<file path="config.mk">
export PLATFORM = sky130hd
export DESIGN_NAME = utf8_latin_alnum_validator_unit
export DESIGN_NICKNAME = d
export VERILOG_FILES = /design/src/rtl/ulav_pkg.sv /design/src/rtl/ulav_char_check.sv /design/src/rtl/utf8_latin_alnum_validator_unit.sv
export SDC_FILE = /design/constraint.sdc
export NUM_CORES = 1
export LEC_CHECK = 0
export BUFFER_PORTS_ARGS = -buffer_cell sky130_fd_sc_hd__buf_4
export CAP_MARGIN = 40
export CELL_PAD_IN_SITES_DETAIL_PLACEMENT = 1
export CELL_PAD_IN_SITES_GLOBAL_PLACEMENT = 2
export CORE_UTILIZATION = 30
export DETAILED_ROUTE_END_ITERATION = 8
export PLACE_DENSITY = 0.8
export SLEW_MARGIN = 10
export SYNTH_ARGS = -nofsm -noshare
export SYNTH_HDL_FRONTEND = slang
export SYNTH_HIERARCHICAL = 1
export SYNTH_SLANG_ARGS = --single-unit
export TNS_END_PERCENT = 100
</file>
<file path="constraint.sdc">
create_clock -name clk -period 4.1 [get_ports clk]
set_input_delay 0.41 -clock clk [delete_from_list [all_inputs] [get_ports clk]]
set_output_delay 0.41 -clock clk [all_outputs]
set_load 0.005 [all_outputs]
</file>
<file path="src/rtl/ulav_pkg.sv">
// Shared types and constants for the UTF-8 Latin alphanumeric checker.
package ulav_pkg;

    // Byte classes
    localparam logic [7:0] LEAD2_MASK    = 8'b1110_0000;
    localparam logic [7:0] LEAD2_CODE    = 8'b1100_0000;
    localparam logic [7:0] CONT_MASK     = 8'b1100_0000;
    localparam logic [7:0] CONT_CODE     = 8'b1000_0000;
    localparam logic [4:0] LEAD_PAYLOAD  = 5'b1_1111;
    localparam logic [5:0] CONT_PAYLOAD  = 6'b11_1111;

    // Accepted code point ranges
    localparam logic [10:0] LAT1_A_LO = 11'h0C0;
    localparam logic [10:0] LAT1_A_HI = 11'h0D6;
    localparam logic [10:0] LAT1_B_LO = 11'h0D8;
    localparam logic [10:0] LAT1_B_HI = 11'h0F6;
    localparam logic [10:0] LAT1_C_LO = 11'h0F8;
    localparam logic [10:0] LAT1_C_HI = 11'h0FF;
    localparam logic [10:0] LATA_LO   = 11'h100;
    localparam logic [10:0] LATA_HI   = 11'h17F;

    // Text scan state carried from byte to byte
    typedef struct packed {
        logic       awaiting;
        logic [4:0] lead_payload;
        logic       failed;
    } scan_state_t;

endpackage

</file>
<file path="src/rtl/ulav_char_check.sv">
// Per-byte decode and character check; produces the next scan state.
module ulav_char_check
(
    input  logic [7:0]           text_byte,
    input  logic                 final_byte,
    input  ulav_pkg::scan_state_t state,
    output ulav_pkg::scan_state_t state_next,
    output logic                 all_alnum
);
    import ulav_pkg::*;

    logic [10:0] code_point;
    logic        code_ok;
    logic        ascii_ok;
    logic        is_cont;
    logic        is_lead;
    scan_state_t step;

    // Decode the two-byte code point and classify the byte
    assign code_point = {state.lead_payload, text_byte[5:0] & CONT_PAYLOAD};
    assign is_cont    = (text_byte & CONT_MASK) == CONT_CODE;
    assign is_lead    = (text_byte & LEAD2_MASK) == LEAD2_CODE;

    assign code_ok = (code_point >= LAT1_A_LO && code_point <= LAT1_A_HI) ||
                     (code_point >= LAT1_B_LO && code_point <= LAT1_B_HI) ||
                     (code_point >= LAT1_C_LO && code_point <= LAT1_C_HI) ||
                     (code_point >= LATA_LO   && code_point <= LATA_HI);

    assign ascii_ok = (text_byte >= 8'h30 && text_byte <= 8'h39) ||
                      (text_byte >= 8'h41 && text_byte <= 8'h5A) ||
                      (text_byte >= 8'h61 && text_byte <= 8'h7A);

    // Advance the scan state by one byte
    always_comb
    begin
        step = state;
        priority if (state.awaiting)
        begin
            step.awaiting     = 1'b0;
            step.lead_payload = '0;
            if (!is_cont || !code_ok)
            begin
                step.failed = 1'b1;
            end
        end
        else if (!text_byte[7])
        begin
            if (!ascii_ok)
            begin
                step.failed = 1'b1;
            end
        end
        else if (is_lead)
        begin
            step.awaiting     = 1'b1;
            step.lead_payload = text_byte[4:0] & LEAD_PAYLOAD;
        end
        else
        begin
            step.failed = 1'b1;
        end
    end

    // Report on the last byte and clear the state for the next text
    assign all_alnum  = !(step.failed || step.awaiting);
    assign state_next = final_byte ? scan_state_t'('0) : step;

endmodule

</file>
<file path="src/rtl/utf8_latin_alnum_validator_unit.sv">
// Top level: input register, scan state, check logic and result register.
// A final byte is held in the input register, then its result is written to the result register that drives m_tvalid.
// Throughput: one byte per cycle; the check is one level of logic between
// the input register and the result register, and a byte that ends a text
// stalls only while the result register is full and not being taken.
// Reset: rst_n clears the scan state and both valid flags at once.
module utf8_latin_alnum_validator_unit
(
    input  logic       clk,
    input  logic       rst_n,
    input  logic       s_tvalid,
    output logic       s_tready,
    input  logic [7:0] s_tdata,   // [7:0] text_byte
    input  logic       s_tlast,   // final_byte
    output logic       m_tvalid,
    input  logic       m_tready,
    output logic [7:0] m_tdata    // [0] all_alnum, [7:1] zero
);
    import ulav_pkg::*;

    logic        in_valid_reg;
    logic [7:0]  in_byte_reg;
    logic        in_last_reg;
    scan_state_t state_reg;
    scan_state_t state_next;
    logic        out_valid_reg;
    logic        out_alnum_reg;
    logic        alnum_next;
    logic        consume;

    // Consume the held byte unless it ends a text and the result slot is full
    assign consume  = in_valid_reg && (!in_last_reg || !out_valid_reg || m_tready);
    assign s_tready = !in_valid_reg || consume;

    ulav_char_check u_check
    (
        .text_byte  (in_byte_reg),
        .final_byte (in_last_reg),
        .state      (state_reg),
        .state_next (state_next),
        .all_alnum  (alnum_next)
    );

    // Hold the input request
    always_ff @(posedge clk or negedge rst_n)
    begin
        if (!rst_n)
        begin
            in_valid_reg <= 1'b0;
        end
        else if (s_tready)
        begin
            in_valid_reg <= s_tvalid;
        end
    end

    always_ff @(posedge clk)
    begin
        if (s_tready && s_tvalid)
        begin
            in_byte_reg <= s_tdata;
            in_last_reg <= s_tlast;
        end
    end

    // Advance scan state
    always_ff @(posedge clk or negedge rst_n)
    begin
        if (!rst_n)
        begin
            state_reg <= '0;
        end
        else if (consume)
        begin
            state_reg <= state_next;
        end
    end

    // Result register
    always_ff @(posedge clk or negedge rst_n)
    begin
        if (!rst_n)
        begin
            out_valid_reg <= 1'b0;
        end
        else if (consume && in_last_reg)
        begin
            out_valid_reg <= 1'b1;
        end
        else if (m_tready)
        begin
            out_valid_reg <= 1'b0;
        end
    end

    always_ff @(posedge clk)
    begin
        if (consume && in_last_reg)
        begin
            out_alnum_reg <= alnum_next;
        end
    end

    assign m_tvalid = out_valid_reg;
    assign m_tdata  = {7'b0, out_alnum_reg};

    // A result appears only after a final byte was consumed
    a_result_source: assert property (@(posedge clk) disable iff (!rst_n)
        $rose(m_tvalid) |-> $past(consume && in_last_reg))
        else $error("result without final byte");

    // Payload is only kept while a continuation byte is due
    a_payload_awaiting: assert property (@(posedge clk) disable iff (!rst_n)
        (state_reg.lead_payload != 5'd0) |-> state_reg.awaiting)
        else $error("lead payload without pending continuation");

    // State is cleared after each text
    a_state_cleared: assert property (@(posedge clk) disable iff (!rst_n)
        (consume && in_last_reg) |=> (state_reg == scan_state_t'('0)))
        else $error("scan state not cleared after final byte");

    // Never drop a pending result when a new final byte is consumed
    a_no_overwrite: assert property (@(posedge clk) disable iff (!rst_n)
        (consume && in_last_reg) |-> (!out_valid_reg || m_tready))
        else $error("result overwritten");

endmodule

</file>
Yosys cells after proc, flatten, opt, wreduce, memory -nomap -nowiden
Cells that the tools add are included.
{"block": "word_totals", "reg_bits": 19, "input_bits": 13, "out_inout_bits": 10, "elab_cells": 64}
{"block": "op_classes", "order_cmp": 14, "eq_ne": 2, "mux": 10, "n_reduce_logical": 30}
{"cell": "$ge A11 B8 Y1 const B", "n": 3}
{"cell": "$le A11 B8 Y1 const B", "n": 3}
{"cell": "$ge A8 B7 Y1 const B", "n": 2}
{"cell": "$le A8 B7 Y1 const B", "n": 2}
{"cell": "$mux W7", "n": 2}
{"cell": "$mux W6", "n": 2}
{"cell": "$ge A11 B9 Y1 const B", "n": 1}
{"cell": "$le A11 B9 Y1 const B", "n": 1}
{"cell": "$logic_and A1 B1 Y1", "n": 10}
{"cell": "$logic_or A1 B1 Y1", "n": 10}
{"cell": "$ge A8 B6 Y1 const B", "n": 1}
{"cell": "$le A8 B6 Y1 const B", "n": 1}
{"cell": "$logic_not A1 Y1", "n": 6}
{"cell": "$mux W1", "n": 6}
{"cell": "$reduce_bool A3 Y1", "n": 2}
{"cell": "$eq A3 B3 Y1 const B", "n": 1}
{"cell": "$reduce_and A3 Y1", "n": 1}
{"cell": "$eq A2 B2 Y1 const B", "n": 1}
{"cell": "$reduce_bool A2 Y1", "n": 1}

Longest topological paths before layout
{"block": "depth", "depth_word": 11, "ltp_mapped": 7, "ltp_nobuf": 6}

Modules after synthesis
The synthesis kept the hierarchy.
{"mod": "utf8_latin_alnum_validator_unit", "instances": 1, "cells_each": 70, "area_per_inst_um2": 897.1, "seq_area_each_um2": 525.5}
{"mod": "ulav_char_check", "instances": 1, "cells_each": 36, "area_per_inst_um2": 225.2, "seq_area_each_um2": 0.0}

Worst setup path after synthesis
OpenSTA, ideal clock, no wires.
{"block": "synth_timing", "path_type": "reg2reg", "startpoint": "reg in_byte_reg[6]", "endpoint": "reg state_reg[0] (netlist bit)", "setup_ps": 128, "arrival_ps": 1673, "required_ps": 3972, "slack_ps": 2299, "stages_incl_launch_ff": 7, "path_buffers": 0, "synth_period_minus_slack_ps": 1801, "cell_sequence": "edfxtp_1 -> or4b_4 -> or3_1 -> o221ai_2 -> a21oi_1 -> nand2_1 -> o211ai_2"}
{"item": "start, declared", "line_no": "utf8_latin_alnum_validator_unit.sv:22", "source": "logic [7:0] in_byte_reg;"}
{"item": "start signal, assigned", "line_no": "utf8_latin_alnum_validator_unit.sv:61", "source": "in_byte_reg <= s_tdata;"}
{"item": "end signal, assigned", "line_no": "utf8_latin_alnum_validator_unit.sv:75", "source": "state_reg <= state_next;"}
{"item": "end, declared", "line_no": "utf8_latin_alnum_validator_unit.sv:24", "source": "scan_state_t state_reg;"}

==> report_table.html <==
<table>
<tr><th>Metric</th><th>Value</th></tr>
<tr><th colspan="2">Routing</th></tr>
<tr><td>Vias after detailed routing</td><td>798</td></tr>
<tr><td>Routed vias/inst</td><td>4.90</td></tr>
<tr><td>Initial DRC count</td><td>13</td></tr>
<tr><td>Final routed DRC violation total</td><td>0</td></tr>
<tr><td>Antenna violation net count after detailed routing</td><td>0</td></tr>
<tr><td>Drt total wl</td><td>2390 µm</td></tr>
<tr><td>Detailed-route wire length per cell</td><td>14.7 µm</td></tr>
<tr><td>Number of iterations in the first detailed-routing pass</td><td>4</td></tr>
<tr><th colspan="2">Power</th></tr>
<tr><td>Peak VDD IR</td><td>0.000140 V</td></tr>
<tr><td>Leakage power</td><td>0.544 nW</td></tr>
<tr><td>Switching Power</td><td>0.000112 W</td></tr>
<tr><td>Combinational share of power</td><td>0.134</td></tr>
<tr><td>Clock power share</td><td>0.309</td></tr>
<tr><td>Ratio of total power to cell area</td><td>339 nW/µm²</td></tr>
<tr><td>Switch share</td><td>0.261</td></tr>
<tr><td>Portion of total power attributed to sequential cells</td><td>0.557</td></tr>
<tr><td>Internal power</td><td>0.000317 W</td></tr>
<tr><th colspan="2">Min path</th></tr>
<tr><td>Class of the most critical hold timing path</td><td>in -&gt; reg</td></tr>
<tr><th colspan="2">Synthesis</th></tr>
<tr><td>Number of distinct standard cells referenced by the synthesized netlist</td><td>31</td></tr>
<tr><td>Ys flop type</td><td>edfxtp_1</td></tr>
<tr><td>Syn Area/Cell</td><td>between 10 and 15 µm²</td></tr>
<tr><td>Number of enable-type register cells in the synthesized netlist</td><td>10</td></tr>
<tr><td>Total standard cell area after synthesis</td><td>1120 µm²</td></tr>
<tr><td>Sequential-to-total area share from yosys stat</td><td>0.468</td></tr>
<tr><td>Warnings, synthesis</td><td>6</td></tr>
<tr><td>Largest cells by area after synthesis</td><td>edfxtp_1, dfrtp_1, o211ai_2, nand4b_1, buf_4</td></tr>
<tr><td>Top cells by instance count after synthesis</td><td>nand2_1, edfxtp_1, dfrtp_1, nand2b_1</td></tr>
<tr><td>Cell type with the highest aggregate area in the netlist</td><td>edfxtp_1</td></tr>
<tr><td>Async set-reset flop share out of synthesis</td><td>0.474</td></tr>
<tr><td>Post-synth top area share</td><td>0.268</td></tr>
<tr><td>Library cell with the highest instance count after synthesis</td><td>nand2_1</td></tr>
<tr><td>Synthesized flop and latch total</td><td>19</td></tr>
<tr><td>Synthesized netlist cell count</td><td>106</td></tr>
<tr><th colspan="2">Layout</th></tr>
<tr><td>Share of cells above drive strength 1</td><td>0.231</td></tr>
<tr><td>Area of combinational cells with multiple inputs</td><td>499 µm²</td></tr>
<tr><td>Layout overhead on the synthesized area</td><td>12.7%</td></tr>
<tr><td>Diodes inserted</td><td>0</td></tr>
<tr><td>Max FFs per register</td><td>8</td></tr>
<tr><td>Filler instances</td><td>405</td></tr>
<tr><td>Sequential standard cell area</td><td>526 µm²</td></tr>
<tr><td>Share of the core filled with cells</td><td>0.365</td></tr>
<tr><td>Net count, final</td><td>131</td></tr>
<tr><th colspan="2">CTS</th></tr>
<tr><td>CTS Buf Count</td><td>3</td></tr>
<tr><td>H-tree Lvls</td><td>1</td></tr>
<tr><td>Hold buffer count at CTS</td><td>1</td></tr>
<tr><td>Clock latency reported for the late side of the worst-skew pair</td><td>0.26 ns</td></tr>
<tr><td>CTS Root Cell</td><td>clkbuf_8</td></tr>
<tr><td>Post CTS Setup Buffer Count</td><td>0</td></tr>
<tr><td>Quantity of gates resized following cts</td><td>0</td></tr>
<tr><td>Post-CTS clock slew at the launch and capture registers of the worst setup and hold paths</td><td>0.07 ns</td></tr>
<tr><td>Clock tree from TritonCTS</td><td>done</td></tr>
<tr><td>Maximum clock insertion buffer count</td><td>2</td></tr>
<tr><td>Clock sink count</td><td>19</td></tr>
<tr><th colspan="2">Timing</th></tr>
<tr><td>Shortest clock period the worst path allows after layout</td><td>1.94 ns</td></tr>
<tr><td>Final setup viols</td><td>0</td></tr>
<tr><td>Number of slew-limit violations in the final report</td><td>0</td></tr>
<tr><td>Max Fclk</td><td>0.515 GHz</td></tr>
<tr><td>Hold Fails Final Rpt</td><td>0</td></tr>
<tr><td>Clock Skews</td><td>between 0.003 and 0.004 ns</td></tr>
<tr><td>Setup total negative slack</td><td>0 ns</td></tr>
<tr><td>Period utilisation layout</td><td>0.473</td></tr>
<tr><td>Final worst hold slack</td><td>0.323 ns</td></tr>
<tr><td>Unrepaired setup endpoints after global routing</td><td>false</td></tr>
<tr><th colspan="2">Floorplanning</th></tr>
<tr><td>Starting Density</td><td>0.324</td></tr>
<tr><td>Top Ports</td><td>23</td></tr>
<tr><td>Site row count</td><td>21</td></tr>
<tr><td>Floorplan die area</td><td>between 3000 and 4000 µm²</td></tr>
<tr><td>Core Area</td><td>3470 µm²</td></tr>
<tr><td>Chip Height</td><td>63.2 µm</td></tr>
<tr><td>Die width</td><td>63.2 µm</td></tr>
<tr><th colspan="2">Worst setup path</th></tr>
<tr><td>Number of cells on the worst reg-to-reg path</td><td>6</td></tr>
<tr><td>Maximum cell stage delay along the critical path</td><td>between 0.5 and 0.6 ns</td></tr>
<tr><td>Critical path, cell by cell</td><td>or4b_4, or3_1, o221ai_2, a21oi_1, nand2_1, o211ai_2</td></tr>
<tr><td>Crit-path slowest cell</td><td>or4b_4</td></tr>
<tr><td>Largest delay share family, worst path</td><td>simple AND/OR/NAND/NOR gates</td></tr>
<tr><td>Top fanout value on the critical path</td><td>4</td></tr>
<tr><td>Critical path destination</td><td>state_reg[0]</td></tr>
<tr><td>Worst setup path category</td><td>reg -&gt; reg</td></tr>
<tr><td>Type of element capturing the critical path</td><td>register</td></tr>
<tr><td>Critical path launch point</td><td>in_byte_reg[6]</td></tr>
<tr><td>Number of cells on the critical path</td><td>6</td></tr>
<tr><td>Worst R2R End</td><td>state_reg[0]</td></tr>
<tr><td>Critical register-to-register path startpoint</td><td>in_byte_reg[6]</td></tr>
<tr><td>Worst path arrival time</td><td>2.08 ns</td></tr>
<tr><td>Critical path launch point type</td><td>register</td></tr>
<tr><td>Data required, critical path</td><td>4.24 ns</td></tr>
<tr><td>Register-to-register path setup slack</td><td>2.16 ns</td></tr>
<tr><td>Buffers plus inverters on the worst setup path</td><td>0</td></tr>
<tr><th colspan="2">Placement</th></tr>
<tr><td># port buffers</td><td>15</td></tr>
<tr><td>Final weighted congestion of routability-driven global placement</td><td>roughly 0.72</td></tr>
<tr><td>Final HPWL DP</td><td>~1700 µm</td></tr>
<tr><th colspan="2">GRT</th></tr>
<tr><td>Largest net degree at the start of global routing</td><td>17</td></tr>
<tr><td>Global-route wire length before repair</td><td>3920 µm</td></tr>
<tr><td>Total congestion overflow after global routing</td><td>0</td></tr>
<tr><td>All-layer global routing usage</td><td>0.133</td></tr>
<tr><td>Number of global-route vias before repair</td><td>around 820</td></tr>
<tr><td>Initial antenna violation count</td><td>0</td></tr>
<tr><th colspan="2">Outcome</th></tr>
<tr><td>Status</td><td>complete, no violations</td></tr>
<tr><th colspan="2">Run</th></tr>
<tr><td>Max-cap viol count</td><td>0</td></tr>
</table>
-- layout by cell type (no fill, tap or decap), drive strengths merged, types with 2 or more instances in the layout --
cell type  count
dfrtp          9
nor2           8
edfxtp        10
buf           15
o211ai         7
a21oi          4
inv            4
nand2         11
conb           7
clkbuf         4
mux2i          4
nand2b         9
o221ai         2
nand4b         8
-- layer usage --
metal,vias up,wire [µm],part of all wire,track usage
li1,384,-,-,-
met1,392,1040,0.43,0.141
met2,16,1230,0.51,0.242
met3,6,60,0.025,0.0217
met4,0,64,0.027,0.0814
met5,-,0,0,0
-- per-stage QoR --
step	setup slack, ns	cell area [µm²]	cells	power, W
finish	2.16	1260	163	0.000428
global route	2.06	1260	163	0.000450
CTS	2.16	1260	163	0.000434
detailed placement	2.16	1210	158	0.000300
global placement	2.22	1210	158	0.000297
floorplan	2.30	1140	112	0.000282
-- cell families (layout without fill, tap and decap cells) --
family,after synthesis,count (layout),synth area share
and+or+nand+nor,46,46,0.241
muxes,4,4,0.0357
buffers and inverters,19,24,0.107
DFF,19,19,0.468
AOI/OAI and AO/OA,17,17,0.145
other,1,7,0.00334
-- power groups by stage --
stage                     clock (W)  sequential, W  combinational, W
final                      0.000132       0.000239         0.0000574
after floorplan                   0       0.000231         0.0000503
after global placement            0       0.000242         0.0000551
after global routing       0.000144       0.000242         0.0000636
after detailed placement          0       0.000243         0.0000569
after CTS                  0.000137       0.000239         0.0000581
-- cell type report --
cell class / instances / share of cell area
Multi-Input combinational cell: 74 / 0.395
Inverter: 4 / 0.0119
Clock buffer: 4 / 0.0356
Tap cell: 46 / 0.0455
Sequential cell: 19 / 0.415
Timing Repair Buffer: 16 / 0.0969
-- worst min-delay path by stage --
| stage | from | to | slack (ns) | depth (start not counted) |
|---|---|---|---|---|
| finish | s_tdata[4] | in_byte_reg[4] | 0.32 | 1 |
| global route | s_tlast | in_last_reg | 0.32 | 1 |
| detailed placement | rst_n | state_reg[2] | 0.25 | 1 |
| floorplan | rst_n | in_valid_reg | 0.11 | 0 |
| global placement | rst_n | state_reg[2] | 0.25 | 1 |
| CTS | s_tlast | in_last_reg | 0.32 | 1 |
No activity file was read; power rests on OpenSTA's default activity.
